===== src/rtl/pccd_pkg.sv =====
// ----------------------------------------------------------------------------
// pccd_pkg
// Shared types and constants of the pairwise circle collision detector.
// ----------------------------------------------------------------------------
`default_nettype none

package pccd_pkg;

    // field widths
    localparam int POS_W          = 16;
    localparam int RAD_W          = 12;
    localparam int SLOT_W         = 4;
    localparam int DEF_MAX_SHAPES = 16;

    // derived arithmetic widths
    localparam int DIFF_W = POS_W + 1;        // signed difference
    localparam int ADIF_W = POS_W;            // magnitude of the difference
    localparam int DSQ_W  = 2 * ADIF_W;       // one squared axis distance
    localparam int DSUM_W = DSQ_W + 1;        // sum of both axes
    localparam int RSUM_W = RAD_W + 1;        // summed radii
    localparam int RSQ_W  = 2 * RSUM_W;       // squared summed radii

    // one stored shape
    typedef struct packed {
        logic signed [POS_W-1:0] x;
        logic signed [POS_W-1:0] z;
        logic        [RAD_W-1:0] r;
        logic                    coll;
    } t_shape;

    // probe shape travelling along the chain
    typedef struct packed {
        logic                    valid;
        logic signed [POS_W-1:0] x;
        logic signed [POS_W-1:0] z;
        logic        [RAD_W-1:0] r;
    } t_probe;

    // per-cell control from the sequencer
    typedef struct packed {
        logic wr;       // store the incoming shape
        logic clr_all;  // clear the hit flag for a new probe
        logic clr_one;  // hit flag reported, drop it
    } t_cell_ctl;

endpackage

`default_nettype wire


===== src/rtl/pccd_cell.sv =====
// ----------------------------------------------------------------------------
// pccd_cell
// One slot of the chain: holds a stored shape, tests the passing probe against
// it over two stages and keeps a hit flag until it is reported or a new probe starts.
// ----------------------------------------------------------------------------
`default_nettype none

module pccd_cell
    import pccd_pkg::*;
#(
    parameter int CELL_IDX = 0,
    parameter int CNT_W    = 5
) (
    input  wire logic             i_clk,
    input  wire logic             i_rst_n,
    input  wire t_cell_ctl        i_ctl,
    input  wire t_shape           i_shape,
    input  wire logic [CNT_W-1:0] i_slot,
    input  wire t_probe           i_probe,
    output t_probe                o_probe,
    output logic                  o_hit
);

    // stored shape, undefined until written
    t_shape r_store;

    t_probe r_probe;
    logic   n_probe_valid;

    logic               r_cand;
    logic [DSQ_W-1:0]   r_sqx;
    logic [DSQ_W-1:0]   r_sqz;
    logic [RSQ_W-1:0]   r_rsq;
    logic               r_hit;

    logic signed [DIFF_W-1:0] w_dx;
    logic signed [DIFF_W-1:0] w_dz;
    logic        [ADIF_W-1:0] w_adx;
    logic        [ADIF_W-1:0] w_adz;
    logic        [RSUM_W-1:0] w_rsum;
    logic                     w_live;
    logic        [DSUM_W-1:0] w_dsum;
    logic                     w_overlap;

    // shape store
    always_ff @(posedge i_clk) begin
        if (i_ctl.wr) begin
            r_store <= i_shape;
        end
    end

    // probe hand-off to the next cell
    assign n_probe_valid = i_probe.valid;

    always_ff @(posedge i_clk) begin
        if (!i_rst_n) begin
            r_probe.valid <= 1'b0;
        end else begin
            r_probe.valid <= n_probe_valid;
        end
        r_probe.x <= i_probe.x;
        r_probe.z <= i_probe.z;
        r_probe.r <= i_probe.r;
    end

    assign o_probe = r_probe;

    // stage 1: distances and squares
    assign w_dx   = DIFF_W'(i_probe.x) - DIFF_W'(r_store.x);
    assign w_dz   = DIFF_W'(i_probe.z) - DIFF_W'(r_store.z);
    assign w_adx  = (w_dx < 0) ? ADIF_W'(-w_dx) : ADIF_W'(w_dx);
    assign w_adz  = (w_dz < 0) ? ADIF_W'(-w_dz) : ADIF_W'(w_dz);
    assign w_rsum = RSUM_W'(i_probe.r) + RSUM_W'(r_store.r);
    assign w_live = (CNT_W'(CELL_IDX) < i_slot);

    always_ff @(posedge i_clk) begin
        if (!i_rst_n) begin
            r_cand <= 1'b0;
        end else begin
            r_cand <= i_probe.valid && w_live && r_store.coll;
        end
    end

    always_ff @(posedge i_clk) begin
        r_sqx <= DSQ_W'(w_adx) * DSQ_W'(w_adx);
        r_sqz <= DSQ_W'(w_adz) * DSQ_W'(w_adz);
        r_rsq <= RSQ_W'(w_rsum) * RSQ_W'(w_rsum);
    end

    // stage 2: overlap compare
    assign w_dsum    = DSUM_W'(r_sqx) + DSUM_W'(r_sqz);
    assign w_overlap = (w_dsum < DSUM_W'(r_rsq));

    always_ff @(posedge i_clk) begin
        if (!i_rst_n) begin
            r_hit <= 1'b0;
        end else if (i_ctl.clr_all || i_ctl.clr_one) begin
            r_hit <= 1'b0;
        end else if (r_cand && w_overlap) begin
            r_hit <= 1'b1;
        end
    end

    assign o_hit = r_hit;

endmodule

`default_nettype wire

===== config.mk =====
export PLATFORM = sky130hd
export DESIGN_NAME = pccd_cell
export DESIGN_NICKNAME = d
export VERILOG_FILES = /design/src/rtl/pccd_pkg.sv /design/src/rtl/pccd_cell.sv
export SDC_FILE = /design/constraint.sdc
export NUM_CORES = 2
export LEC_CHECK = 0
export BUFFER_PORTS_ARGS = -buffer_cell sky130_fd_sc_hd__buf_4
export CAP_MARGIN = 20
export CORE_MARGIN = 5
export CORE_UTILIZATION = 50
export CTS_BUF_LIST = sky130_fd_sc_hd__clkbuf_4 sky130_fd_sc_hd__clkbuf_8
export CTS_CLUSTER_DIAMETER = 80
export DETAILED_ROUTE_END_ITERATION = 12
export PLACE_DENSITY = 0.77
export SLEW_MARGIN = 5
export SYNTH_ARGS = -nofsm -noshare
export SYNTH_HDL_FRONTEND = slang
export SYNTH_SLANG_ARGS = --single-unit

===== constraint.sdc =====
create_clock -name i_clk -period 9.05 [get_ports i_clk]
set_input_delay 0.4525 -clock i_clk [delete_from_list [all_inputs] [get_ports i_clk]]
set_output_delay 0.4525 -clock i_clk [all_outputs]
set_load 0.05 [all_outputs]

==> results.md <==
- Status: finished clean
- Post-synth EDFFs: 45
- Post-synthesis register bit count: 179
- DRT Pass-1 Iters: 5
- CTS tree: yes
- Peak fanout along the critical path: 5
- Final GP Congestion: approximately 0.91
- Layout cells sized above 1: 14.3%
- Vias per Instance: 5.24
- Final period util: between 90% and 100%
- Hold Path Class: input port to flop
- IO Count: 146
- Post-DP HPWL: 49.4 mm
- Primary FF master, synth: dfxtp_1
- I/O Buffers: 145
- Ys Warns: 0
- Slew Limit Fails: 0
- Critical path's slowest cell: dlygate4sd3_1
- Die area: slightly below 0.06 mm²
- CP required: about 9500 ps
- Total gr overflow: 0
- Ys async rst share: 0%
- Fillers: between 4000 and 5000
- Hold path depth: 1
- First-pass GRT wire length: a little over 100 mm
- Peak Freq: 113 MHz
- Final core occ: 59.1%
- Crit start category: input port
- Final Skew: about 21 ps
- DRT antenna net count: 0
- Min Clock Period, post-route: 8840 ps
- Setup crit end kind: flop
- Syn nets: 3828
- Iter 0 DRT Violations: ~1200
- Post-Syn Instances: 2944
- Routed wire length: roughly 61 mm
- R2R depth: 37
- Via Count: ~21000
- Clock Sinks: between 150 and 200
- Tot GR Track Use: between 20% and 30%
- Die H: 242 µm
- Routed wire length per instance: 15.3 µm
- Clock Latency Late Sink: 590 ps
- Post-synthesis sequential area ratio: 14.9%
- Crit Path Class: input port to flop
- Root Driver: clkbuf_8
- Fin nets: 4182
- Register Area: 0.00403 mm²
- Syn avg cell area: 9.17 µm²
- Design Area, Final: about 0.032 mm²
- P&R area growth vs syn: 17.4%
- Cell mode on critical path: fa_1
- Cell area after synthesis: 0.0270 mm²
- Post-detailed-route DRC marker count: 0
- Clock transition at path regs: 120 ps
- Unique masters post-synth: 81
- Setup-failing EPs final: 0
- Row Count: 85
- Largest net degree at the start of global routing: 46
- Worst Tran Pin Value: 1100 ps
- Max Cap Viol: 0
- Final Hold Vio Count: 0
- CP arrival: 9320 ps
- Number of H-tree levels: 4
- Initial antenna violation count: 1
- CTS max path bufs: 2
- Multi-input gate area: a little over 0.02 mm²
- Die Span X: 242 µm
- Initial core utilization: approximately half
- Placed cell area: 0.0298 mm²
- Worst path max stage delay: 550 ps
- Slew HR: 26.0%
- Number of global-route vias before repair: 21892
- Clock buffer count from CTS: 17
- Core area: 0.0536 mm²
## cells in the mapped netlist (7+ instances only)
master     count  share of area (%)
nor2_1       280                3.9
ha_1         360                 17
or3_1          9               0.21
xor2_1        60                1.9
o2111ai_1      7               0.23
inv_2         16               0.22
nor2b_1       29               0.67
or2_1          9               0.21
a31o_2         7               0.23
and3_1        14               0.32
clkbuf_1      34               0.47
o21a_1        27               0.75
a211oi_1      13               0.36
xnor2_1      105                3.4
o21ai_0       53               0.98
nand4_1        9               0.21
dfxtp_1      134                9.9
nor3_1        37               0.69
o21bai_1      12               0.33
edfxtp_1      45                5.0
a31oi_1       16               0.37
buf_2          7               0.13
o31ai_1       11               0.31
o31a_1        11               0.36
nand3_1       28               0.52
nand2_1      195                2.7
fa_1         424                 31
o211ai_1       7               0.19
a21oi_1      113                2.1
nor4_1         9               0.21
inv_1        676                9.4
a21o_1        53                1.5
nand2b_1      30               0.70
## layout make-up
type | instances | share of cell area, %
Clock inverter | 15 | 0.679
Timing Repair Buffer | 378 | 9.59
Sequential cell | 179 | 12.7
Antenna cell | 1 | 0.00790
Multi-Input combinational cell | 2025 | 65.2
Clock buffer | 17 | 0.739
Tap cell | 696 | 2.75
Inverter | 697 | 8.26
## final timing paths
| path | startpoint | to | slack (ps) |
|---|---|---|---|
| min | i_shape[29] | r_store[29]$_DFFE_PP_ | 40 |
| max | i_probe[13] | r_sqz[28]$_DFF_P_ | 210 |
| min reg2reg | o_hit$_SDFFE_PP0P_ | o_hit$_SDFFE_PP0P_ | 500 |
| max reg2reg | r_store[15]$_DFFE_PP_ | r_sqz[28]$_DFF_P_ | 290 |
## flip-flops by register name, summed over array words and instances, names as in the netlist
register,flops
r_store,45
o_probe,45
o_hit,1
r_sqz,31
r_rsq,25
r_cand,1
r_sqx,31
## through the flow
stage,TNS (ps),setup slack [ps],hold slack (ps),cells
after floorplan,0,140,447,2944
after global placement,0,40.5,466,3877
after detailed placement,-173,-71.5,459,3877
after CTS,0,31.5,0.0234,3977
after global routing,-454,-91.5,5.82,4008
final,0,207,42.7,4008
## kinds of logic after synthesis
group | Yosys count | share of synthesized area [%]
AOI/OAI and AO/OA | 383 | 9.50
muxes | 1 | 0.0371
and+or+nand+nor | 688 | 11.5
adders and majority gates | 784 | 48.1
xor gates and xnor gates | 168 | 5.53
DFF | 179 | 14.9
buffers and inverters | 741 | 10.3
## critical path: cells and delay by family
kind                     cells  cell delay, ps
adder cells (fa/ha/maj)      8            3500
AO/OA/AOI/OAI               11            2130
buffers and inverters       11            1580
AND/OR/NAND/NOR              8            1490
XOR/XNOR                     1             180
## placed cells by master, fill, tap and decap left out, types with 17 or more instances in the layout
master and instances:
o21a_1 27, xnor2_1 93, o21ai_0 48, clkbuf_8 17, fa_1 420, nand2b_1 30, ha_1 354, edfxtp_1 45
inv_1 673, nand3_1 27, nor3_1 35, dlygate4sd3_1 68, a21oi_1 103, nor2_1 272, dfxtp_1 134, inv_2 20
nor2b_1 26, nand2_1 193, a21o_1 53, xor2_1 56, buf_4 304
## what timing repair did
action                                  4_1_cts  5_1_grt
endpoints found under the setup margin        0       15
hold endpoints to repair                     68        0
resized for setup                             0      107
setup buffers                                 0       29
hold buffers                                 68        0
## metal layers
| layer | share of wire, % | GRT usage, % | up-vias |
|---|---|---|---|
| met2 | 51 | 37.1 | 574 |
| li1 | - | - | 9987 |
| met5 | 0 | 0 | - |
| met3 | 5.7 | 3.74 | 123 |
| met4 | 2.5 | 5.47 | 0 |
| met1 | 41 | 26.1 | 10324 |
Power is left out: the tool's default activity adds up to more than one toggle a clock period on the data nets, which glitch-free logic cannot reach.
